`config.mk`:
```
export PLATFORM = sky130hd
export DESIGN_NAME = ring_buffered_packet_deframer_core_flat
export DESIGN_NICKNAME = d
export VERILOG_FILES = /design/src/hdl/rbpd_pkg.sv /design/src/hdl/rbpd_in_if.sv /design/src/hdl/rbpd_out_if.sv /design/src/hdl/rbpd_cfg_if.sv /design/src/hdl/rbpd_front.sv /design/src/hdl/rbpd_queue.sv /design/src/hdl/rbpd_back.sv /design/src/hdl/ring_buffered_packet_deframer_core.sv /design/src/flat_wrapper.sv
export SDC_FILE = /design/constraint.sdc
export NUM_CORES = 1
export LEC_CHECK = 0
export BUFFER_PORTS_ARGS = -buffer_cell sky130_fd_sc_hd__buf_2
export CAP_MARGIN = 25
export CORE_MARGIN = 10
export CORE_UTILIZATION = 60
export CTS_BUF_LIST = sky130_fd_sc_hd__clkbuf_2 sky130_fd_sc_hd__clkbuf_4 sky130_fd_sc_hd__clkbuf_8
export CTS_CLUSTER_SIZE = 8
export DETAILED_ROUTE_END_ITERATION = 12
export HOLD_SLACK_MARGIN = 0.06
export PLACE_DENSITY = 0.76
export SYNTH_ARGS = -nofsm -noshare
export SYNTH_HDL_FRONTEND = slang
export SYNTH_HIERARCHICAL = 1
export SYNTH_SLANG_ARGS = --single-unit
export TNS_END_PERCENT = 1
```
`constraint.sdc`:
```
create_clock -name clk -period 4 [get_ports clk]
set_input_delay 0.2 -clock clk [delete_from_list [all_inputs] [get_ports clk]]
set_output_delay 0.2 -clock clk [all_outputs]
set_load 0.01 [all_outputs]
```
`src/hdl/rbpd_pkg.sv`:
```
// Shared types and constants for the ring-buffered packet deframer.
// No dependencies; all files of the block but the rx and tx interfaces refer to this package.
`default_nettype none

package rbpd_pkg;

    localparam int BUFFER_DEPTH_DEF = 64;

    localparam int QUEUE_DEPTH = 4;
    localparam int QPTR_W      = $clog2(QUEUE_DEPTH);
    localparam int QCNT_W      = $clog2(QUEUE_DEPTH + 1);

    localparam int CFG_INDEX_W = 2;
    localparam int CFG_DATA_W  = 8;

    localparam logic [CFG_INDEX_W-1:0] CFG_HEADER_BYTE = 2'd0;
    localparam logic [CFG_INDEX_W-1:0] CFG_MIN_LENGTH  = 2'd1;
    localparam logic [CFG_INDEX_W-1:0] CFG_MAX_LENGTH  = 2'd2;

    localparam logic [7:0] HEADER_BYTE_RST = 8'd170;
    localparam logic [5:0] MIN_LENGTH_RST  = 6'd3;
    localparam logic [5:0] MAX_LENGTH_RST  = 6'd63;
    localparam logic [5:0] MIN_LENGTH_FLOOR = 6'd3;

    typedef struct packed {
        logic [7:0] packet_byte;
        logic       last_of_packet;
        logic [5:0] packet_length;
    } beat_t;

    typedef enum logic [2:0] {
        ST_IDLE,
        ST_GATE,
        ST_HEAD,
        ST_LEN,
        ST_SUM,
        ST_EMIT
    } front_state_t;

endpackage

`default_nettype wire

```
`src/hdl/rbpd_in_if.sv`:
```
// Receive channel: one received byte per beat.
// Depends on nothing.
`default_nettype none

interface rbpd_in_if;
    logic       valid;
    logic       ready;
    logic [7:0] rx_byte;

    modport source (output valid, output rx_byte, input ready);
    modport sink (input valid, input rx_byte, output ready);
endinterface

`default_nettype wire

```
`src/hdl/rbpd_out_if.sv`:
```
// Packet output channel: one validated packet byte per beat.
// Depends on nothing.
`default_nettype none

interface rbpd_out_if;
    logic       valid;
    logic       ready;
    logic [7:0] packet_byte;
    logic       last_of_packet;
    logic [5:0] packet_length;

    modport source (output valid, output packet_byte, output last_of_packet,
                    output packet_length, input ready);
    modport sink (input valid, input packet_byte, input last_of_packet,
                  input packet_length, output ready);
endinterface

`default_nettype wire

```
`src/hdl/rbpd_cfg_if.sv`:
```
// Configuration write channel: register index and write data per beat.
// Depends on rbpd_pkg for the field widths.
`default_nettype none

interface rbpd_cfg_if;
    logic                               valid;
    logic                               ready;
    logic [rbpd_pkg::CFG_INDEX_W-1:0]   index;
    logic [rbpd_pkg::CFG_DATA_W-1:0]    data;

    modport source (output valid, output index, output data, input ready);
    modport sink (input valid, input index, input data, output ready);
endinterface

`default_nettype wire

```
`src/hdl/rbpd_front.sv`:
```
// Front end: ring buffer, configuration registers and the parse sequencer
// that validates packets and pushes their bytes into the beat queue.
// Depends on rbpd_pkg, rbpd_in_if and rbpd_cfg_if.
`default_nettype none

module rbpd_front #(
    parameter int BUFFER_DEPTH = rbpd_pkg::BUFFER_DEPTH_DEF
) (
    input  wire logic           clk,
    input  wire logic           rst_n,
    rbpd_in_if.sink             rx,
    rbpd_cfg_if.sink            cfg,
    output logic                push_valid,
    output rbpd_pkg::beat_t     push_beat,
    input  wire logic           queue_full
);

    localparam int PTR_W = $clog2(BUFFER_DEPTH);
    localparam int CNT_W = $clog2(BUFFER_DEPTH + 1);
    localparam int SUM_W = ((PTR_W > 6) ? PTR_W : 6) + 1;
    localparam int CMP_W = (CNT_W > 8) ? CNT_W : 8;

    function automatic logic [PTR_W-1:0] wrap_add(input logic [PTR_W-1:0] base,
                                                  input logic [5:0] off);
        logic [SUM_W-1:0] s;
        s = SUM_W'(base) + SUM_W'(off);
        if (s >= SUM_W'(BUFFER_DEPTH))
        begin
            s = s - SUM_W'(BUFFER_DEPTH);
        end
        return s[PTR_W-1:0];
    endfunction

    logic [7:0]             mem [BUFFER_DEPTH];
    logic [7:0]             rdata_reg;
    logic [PTR_W-1:0]       raddr;

    rbpd_pkg::front_state_t state_reg, state_next;
    logic [PTR_W-1:0]       rd_ptr_reg, rd_ptr_next;
    logic [PTR_W-1:0]       wr_ptr_reg, wr_ptr_next;
    logic [CNT_W-1:0]       fill_reg, fill_next;
    logic [5:0]             len_reg, len_next;
    logic [5:0]             idx_reg, idx_next;
    logic [7:0]             sum_reg, sum_next;
    logic [7:0]             header_reg;
    logic [5:0]             min_reg;
    logic [5:0]             max_reg;

    logic                   accept;
    logic                   wr_en;
    logic [5:0]             min_eff;
    logic [CMP_W-1:0]       fill_cmp;
    logic [CMP_W-1:0]       rdata_cmp;
    logic                   gate_ok;
    logic                   head_bad;
    logic                   len_bad;
    logic                   len_short;
    logic                   is_last;
    logic                   sum_bad;

    assign rx.ready  = (state_reg == rbpd_pkg::ST_IDLE);
    assign cfg.ready = 1'b1;
    assign accept    = rx.valid && rx.ready;
    assign wr_en     = accept && (fill_reg < CNT_W'(BUFFER_DEPTH));

    assign min_eff   = (min_reg < rbpd_pkg::MIN_LENGTH_FLOOR) ? rbpd_pkg::MIN_LENGTH_FLOOR
                                                              : min_reg;
    assign fill_cmp  = CMP_W'(fill_reg);
    assign rdata_cmp = CMP_W'(rdata_reg);
    assign gate_ok   = fill_cmp >= CMP_W'(min_eff);
    assign head_bad  = rdata_reg != header_reg;
    assign len_bad   = (rdata_cmp < CMP_W'(min_eff)) || (rdata_reg > {2'b00, max_reg})
                       || (rdata_cmp > CMP_W'(BUFFER_DEPTH));
    assign len_short = fill_cmp < rdata_cmp;
    assign is_last   = idx_reg == (len_reg - 6'd1);
    assign sum_bad   = sum_reg != rdata_reg;

    always_ff @(posedge clk)
    begin
        if (wr_en)
        begin
            mem[wr_ptr_reg] <= rx.rx_byte;
        end
        rdata_reg <= mem[raddr];
    end

    always_ff @(posedge clk or negedge rst_n)
    begin
        if (!rst_n)
        begin
            header_reg <= rbpd_pkg::HEADER_BYTE_RST;
            min_reg    <= rbpd_pkg::MIN_LENGTH_RST;
            max_reg    <= rbpd_pkg::MAX_LENGTH_RST;
        end
        else if (cfg.valid && cfg.ready)
        begin
            unique case (cfg.index)
                rbpd_pkg::CFG_HEADER_BYTE: header_reg <= cfg.data;
                rbpd_pkg::CFG_MIN_LENGTH:  min_reg    <= cfg.data[5:0];
                rbpd_pkg::CFG_MAX_LENGTH:  max_reg    <= cfg.data[5:0];
                default:
                begin
                end
            endcase
        end
    end

    always_ff @(posedge clk or negedge rst_n)
    begin
        if (!rst_n)
        begin
            state_reg  <= rbpd_pkg::ST_IDLE;
            rd_ptr_reg <= '0;
            wr_ptr_reg <= '0;
            fill_reg   <= '0;
        end
        else
        begin
            state_reg  <= state_next;
            rd_ptr_reg <= rd_ptr_next;
            wr_ptr_reg <= wr_ptr_next;
            fill_reg   <= fill_next;
        end
    end

    always_ff @(posedge clk)
    begin
        len_reg <= len_next;
        idx_reg <= idx_next;
        sum_reg <= sum_next;
    end

    always_comb
    begin
        state_next = state_reg;
        unique case (state_reg)
            rbpd_pkg::ST_IDLE:
            begin
                if (accept)
                begin
                    state_next = rbpd_pkg::ST_GATE;
                end
            end
            rbpd_pkg::ST_GATE:
            begin
                state_next = gate_ok ? rbpd_pkg::ST_HEAD : rbpd_pkg::ST_IDLE;
            end
            rbpd_pkg::ST_HEAD:
            begin
                state_next = head_bad ? rbpd_pkg::ST_GATE : rbpd_pkg::ST_LEN;
            end
            rbpd_pkg::ST_LEN:
            begin
                if (len_bad)
                begin
                    state_next = rbpd_pkg::ST_GATE;
                end
                else if (len_short)
                begin
                    state_next = rbpd_pkg::ST_IDLE;
                end
                else
                begin
                    state_next = rbpd_pkg::ST_SUM;
                end
            end
            rbpd_pkg::ST_SUM:
            begin
                if (is_last)
                begin
                    state_next = sum_bad ? rbpd_pkg::ST_GATE : rbpd_pkg::ST_EMIT;
                end
            end
            rbpd_pkg::ST_EMIT:
            begin
                if (!queue_full && is_last)
                begin
                    state_next = rbpd_pkg::ST_IDLE;
                end
            end
            default:
            begin
                state_next = rbpd_pkg::ST_IDLE;
            end
        endcase
    end

    always_comb
    begin
        rd_ptr_next = rd_ptr_reg;
        wr_ptr_next = wr_ptr_reg;
        fill_next   = fill_reg;
        len_next    = len_reg;
        idx_next    = idx_reg;
        sum_next    = sum_reg;
        raddr       = rd_ptr_reg;
        push_valid  = 1'b0;
        push_beat.packet_byte    = rdata_reg;
        push_beat.last_of_packet = is_last;
        push_beat.packet_length  = len_reg;
        unique case (state_reg)
            rbpd_pkg::ST_IDLE:
            begin
                if (wr_en)
                begin
                    wr_ptr_next = wrap_add(wr_ptr_reg, 6'd1);
                    fill_next   = fill_reg + CNT_W'(1);
                end
            end
            rbpd_pkg::ST_GATE:
            begin
                raddr = rd_ptr_reg;
            end
            rbpd_pkg::ST_HEAD:
            begin
                if (head_bad)
                begin
                    rd_ptr_next = wrap_add(rd_ptr_reg, 6'd1);
                    fill_next   = fill_reg - CNT_W'(1);
                end
                else
                begin
                    raddr = wrap_add(rd_ptr_reg, 6'd1);
                end
            end
            rbpd_pkg::ST_LEN:
            begin
                if (len_bad)
                begin
                    rd_ptr_next = wrap_add(rd_ptr_reg, 6'd1);
                    fill_next   = fill_reg - CNT_W'(1);
                end
                else if (!len_short)
                begin
                    len_next = rdata_reg[5:0];
                    idx_next = '0;
                    sum_next = '0;
                    raddr    = rd_ptr_reg;
                end
            end
            rbpd_pkg::ST_SUM:
            begin
                if (is_last)
                begin
                    if (sum_bad)
                    begin
                        rd_ptr_next = wrap_add(rd_ptr_reg, 6'd1);
                        fill_next   = fill_reg - CNT_W'(1);
                    end
                    else
                    begin
                        idx_next = '0;
                        raddr    = rd_ptr_reg;
                    end
                end
                else
                begin
                    sum_next = sum_reg ^ rdata_reg;
                    idx_next = idx_reg + 6'd1;
                    raddr    = wrap_add(rd_ptr_reg, idx_reg + 6'd1);
                end
            end
            rbpd_pkg::ST_EMIT:
            begin
                push_valid = !queue_full;
                if (!queue_full)
                begin
                    if (is_last)
                    begin
                        rd_ptr_next = wrap_add(rd_ptr_reg, len_reg);
                        fill_next   = fill_reg - CNT_W'(len_reg);
                    end
                    else
                    begin
                        idx_next = idx_reg + 6'd1;
                        raddr    = wrap_add(rd_ptr_reg, idx_reg + 6'd1);
                    end
                end
                else
                begin
                    // Re-read the same byte so that the read register holds it.
                    raddr = wrap_add(rd_ptr_reg, idx_reg);
                end
            end
            default:
            begin
            end
        endcase
    end

endmodule

`default_nettype wire

```
`src/hdl/rbpd_queue.sv`:
```
// Short beat queue between the parse front end and the output stage.
// Depends on rbpd_pkg for the beat type and the queue depth.
`default_nettype none

module rbpd_queue (
    input  wire logic               clk,
    input  wire logic               rst_n,
    input  wire logic               push_valid,
    input  wire rbpd_pkg::beat_t    push_beat,
    output logic                    full,
    output logic                    pop_valid,
    output rbpd_pkg::beat_t         pop_beat,
    input  wire logic               pop_ready
);

    rbpd_pkg::beat_t                    entry_reg [rbpd_pkg::QUEUE_DEPTH];
    logic [rbpd_pkg::QPTR_W-1:0]        head_reg, head_next;
    logic [rbpd_pkg::QPTR_W-1:0]        tail_reg, tail_next;
    logic [rbpd_pkg::QCNT_W-1:0]        count_reg, count_next;
    logic                               do_push;
    logic                               do_pop;

    assign full      = count_reg == rbpd_pkg::QCNT_W'(rbpd_pkg::QUEUE_DEPTH);
    assign pop_valid = count_reg != '0;
    assign pop_beat  = entry_reg[head_reg];
    assign do_push   = push_valid && !full;
    assign do_pop    = pop_valid && pop_ready;

    always_comb
    begin
        head_next  = do_pop ? head_reg + rbpd_pkg::QPTR_W'(1) : head_reg;
        tail_next  = do_push ? tail_reg + rbpd_pkg::QPTR_W'(1) : tail_reg;
        count_next = count_reg;
        if (do_push && !do_pop)
        begin
            count_next = count_reg + rbpd_pkg::QCNT_W'(1);
        end
        else if (do_pop && !do_push)
        begin
            count_next = count_reg - rbpd_pkg::QCNT_W'(1);
        end
    end

    always_ff @(posedge clk)
    begin
        if (do_push)
        begin
            entry_reg[tail_reg] <= push_beat;
        end
    end

    always_ff @(posedge clk or negedge rst_n)
    begin
        if (!rst_n)
        begin
            head_reg  <= '0;
            tail_reg  <= '0;
            count_reg <= '0;
        end
        else
        begin
            head_reg  <= head_next;
            tail_reg  <= tail_next;
            count_reg <= count_next;
        end
    end

endmodule

`default_nettype wire

```
`src/hdl/rbpd_back.sv`:
```
// Back end: output register that drives the packet channel from the queue.
// Depends on rbpd_pkg and rbpd_out_if.
`default_nettype none

module rbpd_back (
    input  wire logic               clk,
    input  wire logic               rst_n,
    input  wire logic               q_valid,
    input  wire rbpd_pkg::beat_t    q_beat,
    output logic                    q_ready,
    rbpd_out_if.source              tx
);

    logic               valid_reg, valid_next;
    rbpd_pkg::beat_t    beat_reg;
    logic               take;

    assign q_ready    = !valid_reg || tx.ready;
    assign take       = q_valid && q_ready;
    assign valid_next = take || (valid_reg && !tx.ready);

    assign tx.valid          = valid_reg;
    assign tx.packet_byte    = beat_reg.packet_byte;
    assign tx.last_of_packet = beat_reg.last_of_packet;
    assign tx.packet_length  = beat_reg.packet_length;

    always_ff @(posedge clk or negedge rst_n)
    begin
        if (!rst_n)
        begin
            valid_reg <= 1'b0;
        end
        else
        begin
            valid_reg <= valid_next;
        end
    end

    always_ff @(posedge clk)
    begin
        if (take)
        begin
            beat_reg <= q_beat;
        end
    end

endmodule

`default_nettype wire

```
`src/hdl/ring_buffered_packet_deframer_core.sv`:
```
// Top level of the ring-buffered packet deframer: front end, beat queue, output stage.
// Depends on rbpd_pkg, the three channel interfaces, rbpd_front, rbpd_queue, rbpd_back.
//
//   channel  dir  beat contents                                  handshake
//   rx       in   rx_byte                                        valid/ready
//   tx       out  packet_byte, last_of_packet, packet_length     valid/ready
//   cfg      in   index, data (0 header, 1 min, 2 max length)    valid/ready
//
// A received byte is taken in the idle state, then the parse pass runs in the front end: the
// header test, the length test, the length and checksum walk and the move of a valid packet
// into the queue all read through the single ring read port, one byte at a time. rx is ready
// again only once the pass is over.
// Reset empties the ring at once through its fill count; there is no clearing pass.
// Stalls on tx fill the four-beat queue and then hold the front end, never the cfg port.
`default_nettype none

module ring_buffered_packet_deframer_core #(
    parameter int BUFFER_DEPTH = rbpd_pkg::BUFFER_DEPTH_DEF
) (
    input  wire logic   clk,
    input  wire logic   rst_n,
    rbpd_in_if.sink     rx,
    rbpd_out_if.source  tx,
    rbpd_cfg_if.sink    cfg
);

    logic               push_valid;
    rbpd_pkg::beat_t    push_beat;
    logic               queue_full;
    logic               q_valid;
    rbpd_pkg::beat_t    q_beat;
    logic               q_ready;

    rbpd_front #(
        .BUFFER_DEPTH (BUFFER_DEPTH)
    ) u_front (
        .clk        (clk),
        .rst_n      (rst_n),
        .rx         (rx),
        .cfg        (cfg),
        .push_valid (push_valid),
        .push_beat  (push_beat),
        .queue_full (queue_full)
    );

    rbpd_queue u_queue (
        .clk        (clk),
        .rst_n      (rst_n),
        .push_valid (push_valid),
        .push_beat  (push_beat),
        .full       (queue_full),
        .pop_valid  (q_valid),
        .pop_beat   (q_beat),
        .pop_ready  (q_ready)
    );

    rbpd_back u_back (
        .clk     (clk),
        .rst_n   (rst_n),
        .q_valid (q_valid),
        .q_beat  (q_beat),
        .q_ready (q_ready),
        .tx      (tx)
    );

endmodule

`default_nettype wire

```
`src/flat_wrapper.sv`:
```
// flat-port wrapper written by rule: the top's interface ports become plain ports
module ring_buffered_packet_deframer_core_flat 
#(
    parameter int BUFFER_DEPTH = rbpd_pkg::BUFFER_DEPTH_DEF
)
  (clk, rst_n, rx_valid, rx_rx_byte, rx_ready, tx_valid, tx_packet_byte, tx_last_of_packet, tx_packet_length, tx_ready, cfg_valid, cfg_index, cfg_data, cfg_ready);
  rbpd_in_if rx_i ();
  rbpd_out_if tx_i ();
  rbpd_cfg_if cfg_i ();
  input  wire logic clk;
  input  wire logic rst_n;
  input wire logic [$bits(rx_i.valid)-1:0] rx_valid;
  input wire logic [$bits(rx_i.rx_byte)-1:0] rx_rx_byte;
  output wire logic [$bits(rx_i.ready)-1:0] rx_ready;
  output wire logic [$bits(tx_i.valid)-1:0] tx_valid;
  output wire logic [$bits(tx_i.packet_byte)-1:0] tx_packet_byte;
  output wire logic [$bits(tx_i.last_of_packet)-1:0] tx_last_of_packet;
  output wire logic [$bits(tx_i.packet_length)-1:0] tx_packet_length;
  input wire logic [$bits(tx_i.ready)-1:0] tx_ready;
  input wire logic [$bits(cfg_i.valid)-1:0] cfg_valid;
  input wire logic [$bits(cfg_i.index)-1:0] cfg_index;
  input wire logic [$bits(cfg_i.data)-1:0] cfg_data;
  output wire logic [$bits(cfg_i.ready)-1:0] cfg_ready;
  assign rx_i.valid = rx_valid;
  assign rx_i.rx_byte = rx_rx_byte;
  assign rx_ready = rx_i.ready;
  assign tx_valid = tx_i.valid;
  assign tx_packet_byte = tx_i.packet_byte;
  assign tx_last_of_packet = tx_i.last_of_packet;
  assign tx_packet_length = tx_i.packet_length;
  assign tx_i.ready = tx_ready;
  assign cfg_i.valid = cfg_valid;
  assign cfg_i.index = cfg_index;
  assign cfg_i.data = cfg_data;
  assign cfg_ready = cfg_i.ready;
  ring_buffered_packet_deframer_core #(.BUFFER_DEPTH(BUFFER_DEPTH)) u_core (.clk(clk), .rst_n(rst_n), .rx(rx_i), .tx(tx_i), .cfg(cfg_i));
endmodule
```
Yosys cells after proc, flatten, opt, wreduce, memory -nomap -nowiden:

Memories as Yosys holds them, arrays and structs flattened. A register that Yosys moved wholly into a read port is not among the register bits.
Cells that the tools add are included.

* register bits after elaboration: 70
* memory bits (writable): 572
* bits of input ports: 23
* output and inout bits: 18
* memories kept: 2

Memory list
* u_core.u_front.mem: words 64, width 8, read ports 1, clocked after Yosys merged registers in 1, wr ports 1, RTL line rbpd_front.sv:34 `logic [7:0] mem [BUFFER_DEPTH];`
* u_core.u_queue.entry_reg: words 4, width 15, read ports 1, clocked after Yosys merged registers in 1, wr ports 1, RTL line rbpd_queue.sv:16 `rbpd_pkg::beat_t entry_reg [rbpd_pkg::QUEUE_DEPTH];`

* add/subtract/negate cells: 19
* $lt $le $gt $ge: 12
* equality and inequality tests: 25
* mux-type cells: 52
* bitwise gates (word level): 3
* reduce and logical (&&, ||, !) cells: 35

Operator list (number)
* $mux 6: 21
* $mux 7: 7
* $pmux 6 s3: 2
* $sub 6x1->6 const B: 6
* $ge 7x7->1 const B: 5
* $pmux 7 s5: 1
* $mux 3: 8
* $mux 8: 3
* $pmux 6 s4: 1
* $ne 2x2->1 const B: 11
* $add 6x6->7: 3
* $pmux 3 s6: 1
* $ne 8x8->1: 2
* $pmux 8 s2: 1
* $add 6x1->7 const B: 2
* $eq 3x3->1 const B: 3
* $gt 8x6->1: 1
* $gt 8x7->1 const B: 1
* $logic_and 1x1->1: 8
* $lt 7x8->1: 1
* $lt 8x6->1: 1
* $reduce_and 2->1: 4
* $reduce_and 8->1: 1
* $xor 8x8->8: 1
* 32 further kinds: 51

Longest topological paths before layout:

Gate-level depths: netlist of the first run.

* depth after elaboration: 8
* gate-level depth with buffers: 15
* depth with buffers taken out: 14

Hierarchy:

Netlist of the first run, hierarchy kept.

By module, submodules not included
* rbpd_front: times used 1, cells each 1780, area an instance 25502.0 um^2
* rbpd_queue: times used 1, cells each 114, area an instance 2636.3 um^2
* rbpd_back: times used 1, cells each 19, area an instance 504.2 um^2

Worst setup path before layout of the first run:

No wires, ideal clock.

* path kind: reg2reg
* start point: register u_core.u_front.len_reg[1]
* end point: register u_core.u_front.rdata_reg[2], in the netlist u_core/u_front/rdata_cmp[2] (read register of u_core.u_front.mem)
* arrival: 3.270 ns
* required time: 3.884 ns
* path slack: 0.614 ns
* cell stages (with the launch flop): 15
* path buffers: 2
* clock period less this slack: 3.386 ns
* cell sequence: edfxtp_1 -> inv_1 -> ha_1 -> or3b_1 -> a211oi_1 -> nand4_1 -> or4_1 -> nand3_1 -> buf_4 -> buf_4 -> mux2i_1 -> mux2i_1 -> a221oi_1 -> nand3_1 -> and4_1

* longest elaborated chain between the ends: 5

Ends and longest elaborated chain
* from (decl): RTL line rbpd_front.sv:42 `logic [5:0] len_reg, len_next;`
* from (signal assigned): RTL line rbpd_front.sv:128 `len_reg <= len_next;`
* $sub 6x1->6 (*): RTL line rbpd_front.sv:75 `assign is_last = idx_reg == (len_reg - 6'd1);`
* $eq 6x6->1 (*): RTL line rbpd_front.sv:75
* $mux 6 (*): RTL line rbpd_front.sv:268 `if (is_last)`
* $mux 6: RTL line rbpd_front.sv:266 `if (!queue_full)`
* $pmux 6 s3 (*): RTL line rbpd_front.sv:201 `unique case (state_reg)`
* to (decl): RTL line rbpd_front.sv:35 `logic [7:0] rdata_reg;`

Every way passes the cells marked *; elsewhere a longest branch is shown, timed or not.
A chain may end at the register's enable or synchronous reset.

Worst setup path after layout of the first run:

* start point: register u_core.u_front.len_reg[0]
* end point: register u_core.u_front.rdata_reg[7], in the netlist u_core/u_front/rdata_cmp[7] (read register of u_core.u_front.mem)

The elaborated chain is that of the path after synthesis.

==> results.tsv, run 1 <==
stage	metric	value	unit
logic_synthesis	Mean Syn Cell Area	15.0	sq um
timing	Final Cycle Share	100	%
logic_synthesis	cell area after synthesis	0.0286	sq mm
clock_network	root buffer cell	sky130_fd_sc_hd__clkbuf_8	
final_layout	Non-Filler Instances	2845	
final_layout	most common cell after layout, fill and taps aside	sky130_fd_sc_hd__edfxtp_1	
floorplan	core region area	0.0474	sq mm
timing	final hold violations	0	
power	switching power of the nets	7.71	mW
logic_synthesis	syn_nets	1994	
power	fraction of power consumed by the clock network	24.4	%
power	internal power	14.7	mW
clock_network	number of CTS-inserted buffers	105	
floorplan	IO Pins	41	
power	sequential share of power	37.6	%
timing	max frequency	250	MHz
power	peak supply drop	0.471	mV
critical_path	crit start category	register	
logic_synthesis	number of distinct standard cells referenced by the synthesized netlist	79	
route	DRC violation total after the first TritonRoute iteration	1780	
final_layout	fraction of final layout cells with drive strength greater than 1	21.0	%
floorplan	number of rows in the core area	80	
timing	minimum clock period	4010	ps
floorplan	effective utilization at floorplan	60.4	%
job	number of maximum-capacitance violations	0	
placed_design	post-placement cell count	2597	
route	remaining design rule violation count	0	
clock_network	clock latency at the later pin of the worst-skew pair	700	ps
logic_synthesis	Cells after Synth	1913	
final_layout	multi-input logic area	0.00849	sq mm
timing	final worst clock skew	57.1	ps
power	fraction of power spent switching nets	34.3	%
clock_network	maximum count of clock buffers along a single path	3	
route	Post-DRT Antenna Nets	0	
critical_path	Arrival @ worst endpoint	4580	ps
route	via count	17000	
clock_network	total number of H-tree levels	3	
route	wirelength, routed	66000	um
logic_synthesis	sequential fraction of the synthesis area	68.6	%
logic_synthesis	portion of synthesized cell area occupied by the leading cell type	63.6	%
global_route	maximum number of pins on one net before global-route repair	65	
logic_synthesis	fraction of registers with async set or reset after synthesis	7.52	%
final_layout	nets	2232	
route	drt pass-1 iters	6	
placed_design	number of buffers added on ports	39	
global_route	GRT overflow	0	
final_layout	fill cell count	3086	
logic_synthesis	number of enable flip-flop cells after synthesis	607	
logic_synthesis	Yosys top cell by area	sky130_fd_sc_hd__edfxtp_1	
final_layout	most used cells in the layout excluding fill and tap cells	sky130_fd_sc_hd__edfxtp_1, sky130_fd_sc_hd__mux2i_1, sky130_fd_sc_hd__nand2_1, sky130_fd_sc_hd__buf_4, sky130_fd_sc_hd__clkbuf_8	
global_route	via count of the first global-routing pass	17300	
logic_synthesis	dominant cells by area after synthesis	sky130_fd_sc_hd__edfxtp_1, sky130_fd_sc_hd__mux2i_1, sky130_fd_sc_hd__dfrtp_1	
run_status	violations in the final reports	setup timing	
logic_synthesis	prevailing post-synth register cell	sky130_fd_sc_hd__edfxtp_1	
floorplan	Chip Height	238	um
placed_design	post-detail-place hpwl	41000	um
route	routed wirelength normalized by instance count	23.2	um
critical_path	Required @ worst endpoint	4570	ps
timing	final setup slack of the worst path	-6.53	ps
final_layout	area grow syn2layout	15.8	%
clock_network	clock net sink count	665	
timing	max-slew violations	0	
power	power density of the placed cells	677	mW/mm^2
clock_network	clock transition at the registers of the reported paths	60	ps
worst_hold_path	Hold Crit Class	in -> reg	
final_layout	footprint of the flip-flops and latches	0.0197	sq mm
floorplan	floorplan die area	0.0569	sq mm
critical_path	maximum fanout along the worst path	6	
critical_path	type of the worst setup path	reg -> reg	
logic_synthesis	total number of yosys warnings	6	
power	total leakage power	12.6	nW
clock_network	TritonCTS clock tree	yes	
timing	worst max-slew margin expressed relative to the limit	29.6	%
global_route	antenna violations before repair	0	
timing	Worst Tran Pin Value	1050	ps
placed_design	routability congestion estimate from global placement	0.900	
power	combinational share of power	38.0	%
timing	final setup violation count	1	
final_layout	number of flip-flops in the largest register	512	
route	post-detailed-route via-to-cell ratio	5.98	
final_layout	post-route core utilization	69.9	%
run_status	outcome	complete, but fails checks	
critical_path	type of destination of the critical path	register	
logic_synthesis	flip-flop and latch count after synthesis	665	
global_route	GR Util All Layers	23.0	%
global_route	wire length of the first global-routing pass	100000	um
floorplan	die width	238	um
timing	unrepaired setup endpoints after global routing	yes	
-- timing repair --
| action | 4_1_cts | 5_1_grt |
|---|---|---|
| resized for setup | 21 | 13 |
| hold buffers | 21 | 1 |
| pin swaps | 13 | 18 |
| cloned | 3 | 5 |
| endpoints found under the hold margin | 152 | 18 |
| setup endpoints to repair | 8 | 8 |
| buffers inserted | 5 | 22 |
-- cells by family (layout without fill, tap and decap cells) --
kind of cell    Yosys count  in the layout  share of synthesized area, %
compound gates          158            158                          3.87
xor+xnor                 60             60                          1.83
fa+ha+maj                58             58                          2.66
buf+inv                 130            444                          2.30
flops                   665            665                          68.6
mux                     331            331                          12.4
other cells               1              4                        0.0131
simple gates            510            510                          8.29
-- final cells by class --
class | count | share of cell area (%)
antenna | 3 | 0.0226
clock buffer | 152 | 5.55
clock inverter | 31 | 0.456
inverter | 36 | 0.407
multi-input combinational | 1118 | 25.6
sequential | 665 | 59.2
tap | 615 | 2.32
timing repair buffer | 225 | 6.42
-- power groups by stage --
stage | clock network, mW | registers (mW) | logic (mW)
final | 5.48 | 8.44 | 8.55
after global routing | 5.90 | 8.49 | 9.13
after CTS | 5.58 | 8.48 | 7.92
after detailed placement | 0 | 8.62 | 7.46
after global placement | 0 | 8.60 | 7.30
after floorplan | 0 | 8.47 | 5.29
-- worst paths after layout --
path / from / endpoint / slack, ps / depth (start not counted)
min reg2reg: u_core/u_queue/count_reg[2] / u_core/u_queue/count_reg[2] / 500 / 1
max reg2reg: u_core/u_front/len_reg[0] / u_core/u_front/rdata_cmp[7] / -7 / 15
min in group asynchronous: rst_n / u_core/u_front/wr_ptr_reg[4] / 200 / 3
min: rx_rx_byte[3] / u_core/u_front/mem[27][3] / 110 / 1
max: u_core/u_front/len_reg[0] / u_core/u_front/rdata_cmp[7] / -7 / 15
max in group asynchronous: rst_n / u_core/u_front/rd_ptr_reg[2] / 3300 / 3
-- synth_stat cells, types with 20 or more instances --
master and instances:
sky130_fd_sc_hd__a21o_1 21, sky130_fd_sc_hd__nand2_1 218, sky130_fd_sc_hd__a21oi_1 26, sky130_fd_sc_hd__clkbuf_1 31, sky130_fd_sc_hd__xor2_1 24, sky130_fd_sc_hd__xnor2_1 36, sky130_fd_sc_hd__ha_1 53, sky130_fd_sc_hd__mux2_2 26
sky130_fd_sc_hd__nand4_1 20, sky130_fd_sc_hd__mux2i_1 289, sky130_fd_sc_hd__edfxtp_1 607, sky130_fd_sc_hd__nand3_1 93, sky130_fd_sc_hd__o21ai_0 20, sky130_fd_sc_hd__nor2_1 98, sky130_fd_sc_hd__buf_2 28, sky130_fd_sc_hd__inv_1 36
sky130_fd_sc_hd__buf_4 24, sky130_fd_sc_hd__dfrtp_1 38
-- per-layer routing --
metal	GRT usage (%)	share of wire [%]	wire, um
met1	29.7	39	25800
met2	38.3	50	33000
met3	4.52	8.1	5320
met4	8.27	2.8	1870
met5	0	0	0
-- per-stage QoR --
step                      worst slack (ps)  setup TNS [ps]  hold slack (ps)  instance area [sq um]  power [mW]
after floorplan                        614               0            -95.6                  28600        13.8
after global placement                -228            -994              358                  30200        15.9
after detailed placement              -270           -1310              372                  30200        16.1
after CTS                             7.00               0             75.3                  32700        22.0
after global routing                 -55.6            -226             96.2                  33200        23.5
final                                -6.53           -6.53              109                  33200        22.5
-- critical path, stage by stage (launching register included) --
cell and delay, ps:
sky130_fd_sc_hd__edfxtp_1 400, sky130_fd_sc_hd__inv_2 110, sky130_fd_sc_hd__ha_4 140, sky130_fd_sc_hd__or3b_4 380, sky130_fd_sc_hd__a211oi_2 200, sky130_fd_sc_hd__nand4_1 220, sky130_fd_sc_hd__or4_4 590, sky130_fd_sc_hd__nand3_4 140
sky130_fd_sc_hd__buf_12 130, sky130_fd_sc_hd__clkbuf_16 150, sky130_fd_sc_hd__buf_16 130, sky130_fd_sc_hd__mux2i_2 230, sky130_fd_sc_hd__mux2i_1 140, sky130_fd_sc_hd__a22oi_2 230, sky130_fd_sc_hd__nand4_1 360, sky130_fd_sc_hd__and4_1 320
(Power assumes the default switching activity.)
==> run 2, diff against run 1 <==
Settings changed: SKIP_CTS_REPAIR_TIMING from default to 1.
Clock period 4 ns to 4.35 ns, I/O delays scaled along.
==> run 2 against run 1 <==
  * The flow now finishes without violations
  * Wire length shrank 3.6%
  * Worst hold slack worse by 5.7 ps
  * Sequential share of layout area grew 1.5 points
  * Clock-buffer cell count increased by 22
  * Critical path type unchanged
==> results.tsv, run 2 (synthesis results as in run 1) <==
stage	metric	value	unit
route	remaining design rule violation count	0	
critical_path	Arrival @ worst endpoint	4780	ps
global_route	antenna violations before repair	1	
global_route	wire length of the first global-routing pass	98300	um
floorplan	effective utilization at floorplan	60.4	%
power	total leakage power	12.2	nW
timing	max frequency	238	MHz
power	power density of the placed cells	627	mW/mm^2
clock_network	TritonCTS clock tree	yes	
floorplan	IO Pins	41	
critical_path	crit start category	register	
floorplan	core region area	0.0474	sq mm
route	routed wirelength normalized by instance count	22.9	um
route	Post-DRT Antenna Nets	0	
worst_hold_path	hold path cells	3	
critical_path	maximum fanout along the worst path	30	
global_route	GRT overflow	0	
final_layout	nets	2152	
clock_network	root buffer cell	sky130_fd_sc_hd__clkbuf_8	
final_layout	fill cell count	3180	
floorplan	floorplan die area	0.0569	sq mm
floorplan	Chip Height	238	um
clock_network	clock transition at the registers of the reported paths	60	ps
timing	worst max-slew margin expressed relative to the limit	31.8	%
timing	minimum clock period	4200	ps
timing	Worst Tran Pin Value	1020	ps
power	total chip power	20.3	mW
route	post-detailed-route via-to-cell ratio	5.98	
final_layout	footprint of the flip-flops and latches	0.0197	sq mm
timing	final hold violations	0	
final_layout	most used cells in the layout excluding fill and tap cells	sky130_fd_sc_hd__edfxtp_1, sky130_fd_sc_hd__mux2i_1, sky130_fd_sc_hd__nand2_1, sky130_fd_sc_hd__clkbuf_8, sky130_fd_sc_hd__nor2_1	
floorplan	die width	238	um
placed_design	routability congestion estimate from global placement	0.890	
critical_path	capture instance of the worst register-to-register path	u_core/u_front/rdata_cmp[2]	
final_layout	number of flip-flops in the largest register	512	
job	number of maximum-capacitance violations	0	
critical_path	startpoint of the worst-slack reg-to-reg timing path	u_core/u_front/len_reg[1]	
floorplan	number of rows in the core area	80	
global_route	maximum number of pins on one net before global-route repair	65	
critical_path	FF-to-FF path depth	14	
critical_path	type of destination of the critical path	register	
timing	final setup violation count	0	
timing	final worst clock skew	28.1	ps
critical_path	type of the worst setup path	reg -> reg	
final_layout	fraction of final layout cells with drive strength greater than 1	18.4	%
worst_hold_path	source of the worst hold timing path	cfg_valid	
final_layout	area grow syn2layout	13.0	%
timing	final setup slack of the worst path	153	ps
clock_network	total number of H-tree levels	3	
route	wirelength, routed	63600	um
route	drt pass-1 iters	5	
global_route	via count of the first global-routing pass	16900	
worst_hold_path	Hold Crit Class	in -> reg	
route	DRC violation total after the first TritonRoute iteration	1479	
placed_design	Worst Setup Slack post-DPL	-289	ps
power	peak supply drop	0.396	mV
clock_network	maximum count of clock buffers along a single path	3	
placed_design	number of buffers added on ports	39	
timing	unrepaired setup endpoints after global routing	no	
placed_design	post-placement cell count	2558	
timing	Final Cycle Share	96.5	%
clock_network	number of CTS-inserted buffers	103	
final_layout	multi-input logic area	0.00837	sq mm
route	via count	16600	
timing	final-layout worst hold slack	103	ps
critical_path	Required @ worst endpoint	4940	ps
global_route	GR Util All Layers	22.5	%
final_layout	post-route core utilization	68.2	%
placed_design	post-detail-place hpwl	40200	um
run_status	outcome	completed	
worst_hold_path	endpoint of the worst hold path	u_core/u_front/max_reg[3]	
clock_network	clock latency at the later pin of the worst-skew pair	700	ps
final_layout	Non-Filler Instances	2775	
critical_path	reg-to-reg setup timing slack	150	ps
final_layout	most common cell after layout, fill and taps aside	sky130_fd_sc_hd__edfxtp_1	
timing	max-slew violations	0	
clock_network	clock net sink count	665	
## run 2: cell type report
cell class | count | area share [%]
clock inverter | 19 | 0.433
sequential | 665 | 60.7
multi-input combinational | 1118 | 25.9
tap | 615 | 2.38
timing repair buffer | 147 | 3.91
antenna | 1 | 0.00773
inverter | 36 | 0.418
clock buffer | 174 | 6.24
## run 2: through the flow
stage,TNS (ps),area [sq um]
5_1_grt,0,32400
3_3_place_gp,-38.7,30000
4_1_cts,-375,32100
3_5_place_dp,-303,30000
6_report,0,32400
2_1_floorplan,0,28600
## run 2: power breakdown
group | total (mW) | internal (mW) | switching (mW) | leakage, nW
Sequential | 7.82 | 7.39 | 0.435 | 6.16
Clock | 5.33 | 2.98 | 2.35 | 1.15
Combinational | 7.13 | 3.04 | 4.09 | 4.85
Total | 20.3 | 13.4 | 6.88 | 12.2
## run 2: worst max path at each step
stage / startpoint / endpoint / slack [ps]
CTS: u_core/u_front/len_reg[1] / u_core/u_front/rdata_cmp[2] / -300
finish: u_core/u_front/len_reg[1] / u_core/u_front/rdata_cmp[2] / 150
detailed placement: u_core/u_front/len_reg[1] / u_core/u_front/rdata_cmp[2] / -290
floorplan: u_core/u_front/len_reg[1] / u_core/u_front/rdata_cmp[2] / 960
global route: u_core/u_front/len_reg[1] / u_core/u_front/rdata_cmp[2] / 30
global placement: u_core/u_front/len_reg[1] / u_core/u_front/rdata_cmp[2] / -40
## run 2: worst max-delay path: stages, from the launching register on
cell                       delay (ps)
sky130_fd_sc_hd__edfxtp_1         390
sky130_fd_sc_hd__inv_1            130
sky130_fd_sc_hd__ha_1             230
sky130_fd_sc_hd__or3b_1           360
sky130_fd_sc_hd__a211oi_1         250
sky130_fd_sc_hd__nand4_1          230
sky130_fd_sc_hd__or4_1            580
sky130_fd_sc_hd__nand3_4          180
sky130_fd_sc_hd__buf_12           240
sky130_fd_sc_hd__buf_4            190
sky130_fd_sc_hd__mux2i_1          230
sky130_fd_sc_hd__mux2i_1          130
sky130_fd_sc_hd__a221oi_2         420
sky130_fd_sc_hd__nand3_1          270
sky130_fd_sc_hd__and4_1           250
## run 2: layer usage
metal	vias up	GRT usage, %	wire length (um)	share of wire [%]
met2	655	38.0	32000	50
met3	154	3.90	4480	7.0
li1	7539	-	-	-
met5	-	0	0	0
met1	8253	28.7	25200	40
met4	0	8.87	1990	3.1
